$ cat config.mk
export PLATFORM = sky130hd
export DESIGN_NAME = sha1_message_digest_top_flat
export DESIGN_NICKNAME = d
export VERILOG_FILES = /design/src/sv/sha1md_pkg.sv /design/src/sv/sha1md_if.sv /design/src/sv/sha1md_front.sv /design/src/sv/sha1md_queue.sv /design/src/sv/sha1md_back.sv /design/src/sv/sha1_message_digest_top.sv /design/src/flat_wrapper.sv
export SDC_FILE = /design/constraint.sdc
export NUM_CORES = 2
export LEC_CHECK = 0
export BUFFER_PORTS_ARGS = -buffer_cell sky130_fd_sc_hd__buf_4
export CORE_MARGIN = 2
export CORE_UTILIZATION = 45
export CTS_BUF_LIST = sky130_fd_sc_hd__clkbuf_4
export CTS_CLUSTER_DIAMETER = 50
export DETAILED_ROUTE_END_ITERATION = 10
export GPL_TIMING_DRIVEN = 0
export SLEW_MARGIN = 30
export SYNTH_ARGS = -nofsm -noshare
export SYNTH_HDL_FRONTEND = slang
export SYNTH_SLANG_ARGS = --single-unit
$ cat constraint.sdc
create_clock -name i_clk -period 35.9 [get_ports i_clk]
set_input_delay 3.59 -clock i_clk [delete_from_list [all_inputs] [get_ports i_clk]]
set_output_delay 3.59 -clock i_clk [all_outputs]
set_load 0.03 [all_outputs]
$ cat src/sv/sha1md_pkg.sv
// Shared types and constants of the SHA-1 digest block
`default_nettype none
package sha1md_pkg;

    localparam int WORD_W      = 32;
    localparam int CNT_W       = 6;
    localparam int LEN_W       = 64;
    localparam int CHAIN_N     = 5;
    localparam int BLOCK_WORDS = 16;
    localparam int FILL_W      = $clog2(BLOCK_WORDS);
    localparam int ROUNDS      = 80;
    localparam int ROUND_W     = $clog2(ROUNDS);
    localparam int PHASE_LEN   = 20;
    localparam int QUEUE_DEPTH = 4;
    localparam int QPTR_W      = $clog2(QUEUE_DEPTH);
    localparam int OUT_IDX_W   = $clog2(CHAIN_N);

    typedef logic [WORD_W-1:0] t_word;

    // Initial chaining value H0..H4
    localparam t_word H_INIT [CHAIN_N] = '{
        32'h67452301, 32'hefcdab89, 32'h98badcfe, 32'h10325476, 32'hc3d2e1f0
    };

    // Round constants, one per group of twenty rounds
    localparam t_word K_ROUND [4] = '{
        32'h5a827999, 32'h6ed9eba1, 32'h8f1bbcdc, 32'hca62c1d6
    };

    localparam t_word             PAD_WORD  = 32'h80000000;
    localparam logic [CNT_W-1:0]  FULL_BITS = 6'd32;
    localparam logic [FILL_W-1:0] LEN_POS   = FILL_W'(BLOCK_WORDS - 2);

    // One word moving from the front to the compression engine
    typedef struct packed {
        t_word word;
        logic  is_final;
    } t_q_entry;

    typedef struct packed {
        logic     valid;
        t_q_entry entry;
    } t_q_push;

endpackage
`default_nettype wire

$ cat src/sv/sha1md_if.sv
// Valid/ready channel interfaces for message words and digest words
`default_nettype none
interface sha1md_in_if;
    logic        valid;
    logic        ready;
    logic [31:0] message_word;
    logic [5:0]  bit_count;
    logic        last_word;

    modport source (output valid, output message_word, output bit_count,
                    output last_word, input ready);
    modport sink   (input valid, input message_word, input bit_count,
                    input last_word, output ready);
endinterface

interface sha1md_out_if;
    logic        valid;
    logic        ready;
    logic [31:0] digest_word;
    logic        digest_last;

    modport source (output valid, output digest_word, output digest_last, input ready);
    modport sink   (input valid, input digest_word, input digest_last, output ready);
endinterface
`default_nettype wire

$ cat src/sv/sha1md_front.sv
// Front end: takes message words, tracks length, emits padding and length words
`default_nettype none
module sha1md_front (
    input  wire                       i_clk,
    input  wire                       i_rst_n,
    sha1md_in_if.sink                 i_msg,
    output sha1md_pkg::t_q_push       o_push,
    input  wire                       i_q_full
);

    typedef enum logic [1:0] {F_IDLE, F_PAD, F_ZERO, F_LEN_LO} t_fstate;

    t_fstate                            r_state, n_state;
    logic [sha1md_pkg::FILL_W-1:0]      r_pos;
    logic [sha1md_pkg::LEN_W-1:0]       r_total, n_total;
    logic [sha1md_pkg::CNT_W-1:0]       n_bits;
    sha1md_pkg::t_word                  last_mask;
    sha1md_pkg::t_word                  last_data;
    logic                               accept;

    // Clamp the bit count and close the final word with its pad bit
    always_comb begin
        n_bits    = (i_msg.bit_count > sha1md_pkg::FULL_BITS) ? sha1md_pkg::FULL_BITS
                                                              : i_msg.bit_count;
        last_mask = ~(32'hffffffff >> n_bits);
        last_data = (i_msg.message_word & last_mask) | (sha1md_pkg::PAD_WORD >> n_bits);
    end

    assign i_msg.ready = (r_state == F_IDLE) && !i_q_full;
    assign accept      = i_msg.valid && i_msg.ready;

    // Pick the next word to queue and the next state
    always_comb begin
        n_state        = r_state;
        n_total        = r_total;
        o_push.valid   = 1'b0;
        o_push.entry   = '0;
        case (r_state)
            F_IDLE: begin
                if (accept) begin
                    o_push.valid = 1'b1;
                    if (!i_msg.last_word) begin
                        o_push.entry.word = i_msg.message_word;
                        n_total = r_total + sha1md_pkg::LEN_W'(sha1md_pkg::WORD_W);
                    end else begin
                        n_total = r_total + sha1md_pkg::LEN_W'(n_bits);
                        if (n_bits == sha1md_pkg::FULL_BITS) begin
                            o_push.entry.word = i_msg.message_word;
                            n_state = F_PAD;
                        end else begin
                            o_push.entry.word = last_data;
                            n_state = F_ZERO;
                        end
                    end
                end
            end
            F_PAD: begin
                if (!i_q_full) begin
                    o_push.valid      = 1'b1;
                    o_push.entry.word = sha1md_pkg::PAD_WORD;
                    n_state           = F_ZERO;
                end
            end
            F_ZERO: begin
                if (!i_q_full) begin
                    o_push.valid = 1'b1;
                    if (r_pos == sha1md_pkg::LEN_POS) begin
                        o_push.entry.word = r_total[sha1md_pkg::LEN_W-1:sha1md_pkg::WORD_W];
                        n_state = F_LEN_LO;
                    end
                end
            end
            F_LEN_LO: begin
                if (!i_q_full) begin
                    o_push.valid          = 1'b1;
                    o_push.entry.word     = r_total[sha1md_pkg::WORD_W-1:0];
                    o_push.entry.is_final = 1'b1;
                    n_total               = '0;
                    n_state               = F_IDLE;
                end
            end
            default: n_state = F_IDLE;
        endcase
    end

    // Hold state, block position and running length
    always_ff @(posedge i_clk) begin
        if (!i_rst_n) begin
            r_state <= F_IDLE;
            r_pos   <= '0;
            r_total <= '0;
        end else begin
            r_state <= n_state;
            r_total <= n_total;
            if (o_push.valid) begin
                r_pos <= r_pos + 1'b1;
            end
        end
    end

endmodule
`default_nettype wire

$ cat src/sv/sha1md_queue.sv
// Short word queue between the front end and the compression engine
`default_nettype none
module sha1md_queue (
    input  wire                       i_clk,
    input  wire                       i_rst_n,
    input  sha1md_pkg::t_q_push       i_push,
    input  wire                       i_pop,
    output sha1md_pkg::t_q_entry      o_head,
    output logic                      o_full,
    output logic                      o_empty
);

    sha1md_pkg::t_q_entry               r_mem [sha1md_pkg::QUEUE_DEPTH];
    logic [sha1md_pkg::QPTR_W-1:0]      r_wr_ptr;
    logic [sha1md_pkg::QPTR_W-1:0]      r_rd_ptr;
    logic [sha1md_pkg::QPTR_W:0]        r_count;

    assign o_head  = r_mem[r_rd_ptr];
    assign o_full  = (r_count == (sha1md_pkg::QPTR_W + 1)'(sha1md_pkg::QUEUE_DEPTH));
    assign o_empty = (r_count == '0);

    // Store on push, advance pointers, track fill
    always_ff @(posedge i_clk) begin
        if (!i_rst_n) begin
            r_wr_ptr <= '0;
            r_rd_ptr <= '0;
            r_count  <= '0;
        end else begin
            if (i_push.valid) begin
                r_mem[r_wr_ptr] <= i_push.entry;
                r_wr_ptr        <= r_wr_ptr + 1'b1;
            end
            if (i_pop) begin
                r_rd_ptr <= r_rd_ptr + 1'b1;
            end
            case ({i_push.valid, i_pop})
                2'b10:   r_count <= r_count + 1'b1;
                2'b01:   r_count <= r_count - 1'b1;
                default: r_count <= r_count;
            endcase
        end
    end

endmodule
`default_nettype wire

$ cat src/sv/sha1md_back.sv
// Compression engine: loads 16 words, runs 80 rounds, updates, and after the final block sends the digest
`default_nettype none
module sha1md_back (
    input  wire                       i_clk,
    input  wire                       i_rst_n,
    input  sha1md_pkg::t_q_entry      i_head,
    input  wire                       i_q_empty,
    output logic                      o_pop,
    sha1md_out_if.source              o_digest
);

    typedef enum logic [1:0] {B_LOAD, B_ROUND, B_UPDATE, B_OUT} t_bstate;

    t_bstate                            r_state;
    sha1md_pkg::t_word                  r_chain [sha1md_pkg::CHAIN_N];
    sha1md_pkg::t_word                  r_wv    [sha1md_pkg::CHAIN_N];
    sha1md_pkg::t_word                  r_sched [sha1md_pkg::BLOCK_WORDS];
    logic [sha1md_pkg::FILL_W-1:0]      r_fill;
    logic [sha1md_pkg::ROUND_W-1:0]     r_round;
    logic                               r_final;
    logic [sha1md_pkg::OUT_IDX_W-1:0]   r_out_idx;
    logic                               r_out_valid;
    sha1md_pkg::t_word                  r_out_word;
    logic                               r_out_last;

    sha1md_pkg::t_word                  w_mix;
    sha1md_pkg::t_word                  w_cur;
    sha1md_pkg::t_word                  f_val;
    sha1md_pkg::t_word                  t_sum;
    logic [1:0]                         phase;
    logic                               out_load;

    assign o_pop             = (r_state == B_LOAD) && !i_q_empty;
    assign out_load          = (r_state == B_OUT) && (!r_out_valid || o_digest.ready);
    assign o_digest.valid       = r_out_valid;
    assign o_digest.digest_word = r_out_word;
    assign o_digest.digest_last = r_out_last;

    // One round: schedule word, round function and the five-term sum
    always_comb begin
        w_mix = r_sched[13] ^ r_sched[8] ^ r_sched[2] ^ r_sched[0];
        w_cur = (r_round < sha1md_pkg::ROUND_W'(sha1md_pkg::BLOCK_WORDS))
                ? r_sched[0] : {w_mix[30:0], w_mix[31]};
        if (r_round < sha1md_pkg::ROUND_W'(sha1md_pkg::PHASE_LEN)) begin
            phase = 2'd0;
        end else if (r_round < sha1md_pkg::ROUND_W'(2 * sha1md_pkg::PHASE_LEN)) begin
            phase = 2'd1;
        end else if (r_round < sha1md_pkg::ROUND_W'(3 * sha1md_pkg::PHASE_LEN)) begin
            phase = 2'd2;
        end else begin
            phase = 2'd3;
        end
        case (phase)
            2'd0:    f_val = (r_wv[1] & r_wv[2]) | (~r_wv[1] & r_wv[3]);
            2'd2:    f_val = (r_wv[1] & r_wv[2]) | (r_wv[1] & r_wv[3]) | (r_wv[2] & r_wv[3]);
            default: f_val = r_wv[1] ^ r_wv[2] ^ r_wv[3];
        endcase
        t_sum = {r_wv[0][26:0], r_wv[0][31:27]} + f_val + r_wv[4]
                + sha1md_pkg::K_ROUND[phase] + w_cur;
    end

    // Hold state, chaining value, schedule and the output register
    always_ff @(posedge i_clk) begin
        if (!i_rst_n) begin
            r_state     <= B_LOAD;
            r_fill      <= '0;
            r_round     <= '0;
            r_final     <= 1'b0;
            r_out_idx   <= '0;
            r_out_valid <= 1'b0;
            for (int i = 0; i < sha1md_pkg::CHAIN_N; i++) begin
                r_chain[i] <= sha1md_pkg::H_INIT[i];
            end
        end else begin
            // drop the output word once taken
            if (out_load) begin
                r_out_valid <= 1'b1;
            end else if (o_digest.ready) begin
                r_out_valid <= 1'b0;
            end
            case (r_state)
                B_LOAD: begin
                    if (o_pop) begin
                        for (int i = 0; i < sha1md_pkg::BLOCK_WORDS - 1; i++) begin
                            r_sched[i] <= r_sched[i+1];
                        end
                        r_sched[sha1md_pkg::BLOCK_WORDS-1] <= i_head.word;
                        r_fill <= r_fill + 1'b1;
                        if (i_head.is_final) begin
                            r_final <= 1'b1;
                        end
                        if (r_fill == sha1md_pkg::FILL_W'(sha1md_pkg::BLOCK_WORDS - 1)) begin
                            r_wv    <= r_chain;
                            r_round <= '0;
                            r_state <= B_ROUND;
                        end
                    end
                end
                B_ROUND: begin
                    for (int i = 0; i < sha1md_pkg::BLOCK_WORDS - 1; i++) begin
                        r_sched[i] <= r_sched[i+1];
                    end
                    r_sched[sha1md_pkg::BLOCK_WORDS-1] <= w_cur;
                    r_wv[4] <= r_wv[3];
                    r_wv[3] <= r_wv[2];
                    r_wv[2] <= {r_wv[1][1:0], r_wv[1][31:2]};
                    r_wv[1] <= r_wv[0];
                    r_wv[0] <= t_sum;
                    r_round <= r_round + 1'b1;
                    if (r_round == sha1md_pkg::ROUND_W'(sha1md_pkg::ROUNDS - 1)) begin
                        r_state <= B_UPDATE;
                    end
                end
                B_UPDATE: begin
                    for (int i = 0; i < sha1md_pkg::CHAIN_N; i++) begin
                        r_chain[i] <= r_chain[i] + r_wv[i];
                    end
                    r_out_idx <= '0;
                    r_state   <= r_final ? B_OUT : B_LOAD;
                end
                B_OUT: begin
                    if (out_load) begin
                        r_out_word <= r_chain[r_out_idx];
                        r_out_last <= (r_out_idx ==
                                       sha1md_pkg::OUT_IDX_W'(sha1md_pkg::CHAIN_N - 1));
                        r_out_idx  <= r_out_idx + 1'b1;
                        if (r_out_idx == sha1md_pkg::OUT_IDX_W'(sha1md_pkg::CHAIN_N - 1)) begin
                            // restart the chain for the next message
                            for (int i = 0; i < sha1md_pkg::CHAIN_N; i++) begin
                                r_chain[i] <= sha1md_pkg::H_INIT[i];
                            end
                            r_final <= 1'b0;
                            r_state <= B_LOAD;
                        end
                    end
                end
                default: r_state <= B_LOAD;
            endcase
        end
    end

endmodule
`default_nettype wire

$ cat src/sv/sha1_message_digest_top.sv
// Per block: load 16 words, run 80 rounds, update; the last block then sends 5 digest words.
// Compression runs one round per cycle, and the engine takes no new words before the
//   update ends; padding closes the last block and adds one more block when the 64-bit
//   length no longer fits behind the final word.
// A 4-entry word queue lets the front end take words while the engine compresses.
// Reset (i_rst_n low, synchronous) clears length, queue and engine, loads H0..H4.
`default_nettype none
module sha1_message_digest_top (
    input  wire             i_clk,
    input  wire             i_rst_n,
    sha1md_in_if.sink       i_msg,
    sha1md_out_if.source    o_digest
);

    sha1md_pkg::t_q_push    q_push;
    sha1md_pkg::t_q_entry   q_head;
    logic                   q_full;
    logic                   q_empty;
    logic                   q_pop;

    // Classify and pad incoming words
    sha1md_front u_front (
        .i_clk    (i_clk),
        .i_rst_n  (i_rst_n),
        .i_msg    (i_msg),
        .o_push   (q_push),
        .i_q_full (q_full)
    );

    // Decouple front and engine
    sha1md_queue u_queue (
        .i_clk   (i_clk),
        .i_rst_n (i_rst_n),
        .i_push  (q_push),
        .i_pop   (q_pop),
        .o_head  (q_head),
        .o_full  (q_full),
        .o_empty (q_empty)
    );

    // Compress blocks and send the digest
    sha1md_back u_back (
        .i_clk     (i_clk),
        .i_rst_n   (i_rst_n),
        .i_head    (q_head),
        .i_q_empty (q_empty),
        .o_pop     (q_pop),
        .o_digest  (o_digest)
    );

endmodule
`default_nettype wire

$ cat src/flat_wrapper.sv
// flat-port wrapper written by rule: the top's interface ports become plain ports
module sha1_message_digest_top_flat 
  (i_clk, i_rst_n, i_msg_valid, i_msg_message_word, i_msg_bit_count, i_msg_last_word, i_msg_ready, o_digest_valid, o_digest_digest_word, o_digest_digest_last, o_digest_ready);
  sha1md_in_if i_msg_i ();
  sha1md_out_if o_digest_i ();
  input  wire i_clk;
  input  wire i_rst_n;
  input wire logic [$bits(i_msg_i.valid)-1:0] i_msg_valid;
  input wire logic [$bits(i_msg_i.message_word)-1:0] i_msg_message_word;
  input wire logic [$bits(i_msg_i.bit_count)-1:0] i_msg_bit_count;
  input wire logic [$bits(i_msg_i.last_word)-1:0] i_msg_last_word;
  output wire logic [$bits(i_msg_i.ready)-1:0] i_msg_ready;
  output wire logic [$bits(o_digest_i.valid)-1:0] o_digest_valid;
  output wire logic [$bits(o_digest_i.digest_word)-1:0] o_digest_digest_word;
  output wire logic [$bits(o_digest_i.digest_last)-1:0] o_digest_digest_last;
  input wire logic [$bits(o_digest_i.ready)-1:0] o_digest_ready;
  assign i_msg_i.valid = i_msg_valid;
  assign i_msg_i.message_word = i_msg_message_word;
  assign i_msg_i.bit_count = i_msg_bit_count;
  assign i_msg_i.last_word = i_msg_last_word;
  assign i_msg_ready = i_msg_i.ready;
  assign o_digest_valid = o_digest_i.valid;
  assign o_digest_digest_word = o_digest_i.digest_word;
  assign o_digest_digest_last = o_digest_i.digest_last;
  assign o_digest_i.ready = o_digest_ready;
  sha1_message_digest_top u_core (.i_clk(i_clk), .i_rst_n(i_rst_n), .i_msg(i_msg_i), .o_digest(o_digest_i));
endmodule
==> impl_metrics.json <==
{
  "slowest_stage": "clkbuf_1",
  "maxCapViolations": 0,
  "pre_cts_slack_ns": 26.85,
  "die_w_um": 352,
  "period_share_pct": 26.3,
  "fin_cells": 6979,
  "grt.met2_usage_pct": 40.0,
  "wl_per_cell_um": 24.6,
  "cts-hold-fix-buffers": 0,
  "violations": "design-rule violations",
  "synth_xor_xnor_area_share_pct": 5.19,
  "first_pass_iters": 9,
  "antenna_found_initial": 8,
  "max_freq_mhz": 106,
  "fin_setup_tns_ns": 0,
  "ys_seq_area_share_pct": 55.7,
  "max_stage_delay_ns": 0.79,
  "num_io_pins": 78,
  "setup_violations": 0,
  "place_inst": 6445,
  "globalplace.congestion": 0.991,
  "p_switching_mw": 1.05,
  "path_buf_inv": 9,
  "fin_ws_ns": 26.44,
  "grt_busiest_layer": "met1",
  "combPwrFrac_pct": 20.3,
  "htreeDepth": 5,
  "yosys_warnings": 0,
  "p_int_mw": 2.56,
  "endpoint_kind": "flip-flop",
  "wirelength_mm": 171,
  "syn_area_um2": 54300,
  "grt_pass1_vias": 38200,
  "arrival_ns": 10.52,
  "synth_nets": 5086,
  "gr-usage-all-layers_pct": 27.7,
  "ant_nets": 0,
  "p_sw_share_pct": 29.1,
  "mostFrequentLayoutCell": "edfxtp_1",
  "overflow": 0,
  "synth_simple_gate_area_share_pct": 8.89,
  "yosys.area_share.adder_pct": 9.76,
  "coreArea_um2": 120000,
  "avgViaCountPerCell": 5.72,
  "post-route-util_pct": 51.8,
  "path_max_fanout": 10,
  "muxShareOfSynthArea_pct": 3.59,
  "crit_required_ns": 36.97,
  "pwr-share-clk_pct": 32.3,
  "rrSetupSlack_ns": 26.44,
  "seq_power_share_pct": 47.4,
  "use_met3_pct": 6.81,
  "ys_seq_elements": 1094,
  "port_buffers": 74,
  "period_minus_slack_ns": 9.46,
  "drive_above_1_share_pct": 14.0,
  "mostFrequentLayoutCells": "837 x edfxtp_1, 460 x clkbuf_4, 447 x nand2_1",
  "finalMaxSlewViolations": 0,
  "critical_path_class": "flip-flop to flip-flop",
  "worstSkewPairLatency_ns": 1.26,
  "drc": 2,
  "slew_headroom_pct": 24.7,
  "cts_resized": 0,
  "finalHoldViolations": 0,
  "min_path_type": "flip-flop to flip-flop",
  "synth-edff-count": 837,
  "avgSynthCellArea_um2": 11.6,
  "initial_core_util_pct": 45.4,
  "tightestPinTransition_ns": 1.13,
  "synthArstFlopShare_pct": 0,
  "numCtsBuffers": 312,
  "cts.sinks": 1094,
  "ir_worst_vdd_mv": 0.0415,
  "leakagePower_nw": 23.7,
  "yosysUniqueCellTypes": 88,
  "clockBufferDepth": 4,
  "crit_path_start_kind": "flip-flop",
  "synth_compound_area_share_pct": 13.2,
  "rsz0062_at_grt": "no",
  "vias": 39900,
  "synth_top_family_by_area": "compound AO/OA/AOI/OAI gates",
  "drt_iter0_drc": 4783,
  "path_clk_slew_ns": 0.07,
  "grt.met1_usage_pct": 40.4,
  "synthFlopType": "edfxtp_1",
  "grt_start_max_net_pins": 27,
  "area_delta_synth_final_pct": 14.2,
  "cpMostUsedCell": "inv_1",
  "hpwl_mm": 129,
  "skew_ns": 0.0923,
  "crit_family": "compound AO/OA/AOI/OAI gates",
  "status": "finished, violations left",
  "die_area_um2": 124000,
  "synth_cells": 4696,
  "cts_tree": "yes",
  "dieHeight_um": 352,
  "root_buffer": "clkbuf_4",
  "cts_setup_buffers": 0,
  "power.total_mw": 3.60,
  "nets": 5537,
  "rows": 127,
  "grt_pass1_wl_mm": 248,
  "powerDensity_nw_per_um2": 58.0
}
cells in the mapped netlist (6+ instances only):
cell type,instances,area share [%]
nand4_1,27,0.31
o21bai_1,38,0.52
dfxtp_1,257,9.5
a22oi_1,94,1.3
fa_1,127,4.7
a31oi_1,48,0.55
and3_1,46,0.53
nor3b_1,10,0.14
mux2_2,15,0.31
nand2_1,447,3.1
o31ai_1,15,0.21
a21boi_0,6,0.083
inv_1,339,2.3
and2_1,11,0.13
o211ai_1,10,0.14
nor2b_1,28,0.32
o32ai_1,7,0.11
or3_1,25,0.29
ha_1,220,5.1
edfxtp_1,837,46
mux2i_1,104,1.9
a211oi_1,31,0.43
clkbuf_1,170,1.2
a21oi_1,275,2.5
o22ai_1,114,1.3
buf_1,13,0.090
nand3_1,53,0.49
nor4_1,15,0.17
nor2_1,332,2.3
or2_2,7,0.081
o21ai_0,326,3.0
xnor2_1,214,3.4
o21a_1,23,0.32
o221a_2,16,0.33
nand2b_1,33,0.38
o21ai_1,11,0.10
xor2_1,108,1.7
a21o_1,75,1.0
nor3_1,44,0.41
mux4_2,33,1.4
area by class of cell:
class                   instances  area, µm²
fillers                     10800      57700
flip-flops and latches       1094      30300
multi-input cells            3076      22200
clock buffers                 460       3450
well taps                    1612       2020
repair buffers                137       1670
inverters                     343       1290
plain buffers                 183        703
clock inverters                69        432
diodes                          5       12.5
power by group through the flow:
stage / clock network (mW) / registers, mW / logic [mW]
finish: 1.16 / 1.71 / 0.731
global route: 1.26 / 1.72 / 0.804
CTS: 1.19 / 1.71 / 0.733
detailed placement: 0 / 1.73 / 0.727
global placement: 0 / 1.90 / 0.657
floorplan: 0 / 1.83 / 0.476
metrics by stage:
step                      hold slack (ns)  area, µm²
final                               0.369      62100
after global routing                0.366      62100
after CTS                           0.364      62000
after detailed placement            0.405      58100
after global placement              0.400      56900
after floorplan                     0.400      54300
logic make-up (layout without fill, tap and decap cells):
| kind of cell | Yosys count | after routing |
|---|---|---|
| other cells | 0 | 5 |
| fa+ha+maj | 348 | 348 |
| flops | 1094 | 1094 |
| xor+xnor | 322 | 322 |
| compound gates | 1159 | 1159 |
| buf+inv | 526 | 1192 |
| simple gates | 1095 | 1095 |
| mux | 152 | 152 |
worst reg2reg max path, cell delays in order, from the launching register on:
cell      delay [ns]
dfxtp_1         0.29
clkbuf_1        0.20
o311ai_2        0.67
clkinv_1        0.76
clkbuf_2        0.51
buf_16          0.27
ha_1            0.53
inv_1           0.25
clkbuf_1        0.79
o22ai_1         0.19
o21ai_0         0.42
fa_1            0.53
fa_1            0.47
inv_1           0.07
ha_1            0.21
inv_1           0.07
fa_1            0.40
inv_1           0.07
a21oi_1         0.07
o21bai_1        0.20
a21oi_1         0.18
o21ai_0         0.52
o211ai_1        0.35
a211oi_1        0.54
o21ai_0         0.15
a211oi_1        0.41
a21o_1          0.13
worst paths after layout:
check,from,endpoint,cells after the start
min reg2reg,u_core.u_back.r_sched[1][74],u_core.u_back.r_sched[1][42],0
max reg2reg,u_core.u_back.r_round[4],u_core.u_back.r_wv[155],26
max,u_core.u_back.r_round[4],u_core.u_back.r_wv[155],26
min,u_core.u_back.r_sched[1][74],u_core.u_back.r_sched[1][42],0
state kept, by name (all words and copies together), names as in the netlist, 3 cells and up, named ones only:
name                                cells
u_core.u_back.r_round                   7
u_core.u_queue.r_count                  3
u_core.u_back.r_chain                 160
u_core.u_back.r_out_idx                 3
u_core.u_front.r_total                 64
u_core.u_back.r_wv                    160
u_core.u_back.o_digest.digest_word     32
u_core.u_front.r_pos                    4
u_core.u_queue.r_mem                  132
u_core.u_back.r_sched                 512
u_core.u_back.r_fill                    4
layer usage:
layer | vias up | part of all wire (%)
met5 | - | 0.019
met2 | 1828 | 43
met1 | 19700 | 45
met3 | 311 | 9.0
li1 | 18100 | -
met4 | 4 | 3.2
(Power assumes the default switching activity.)
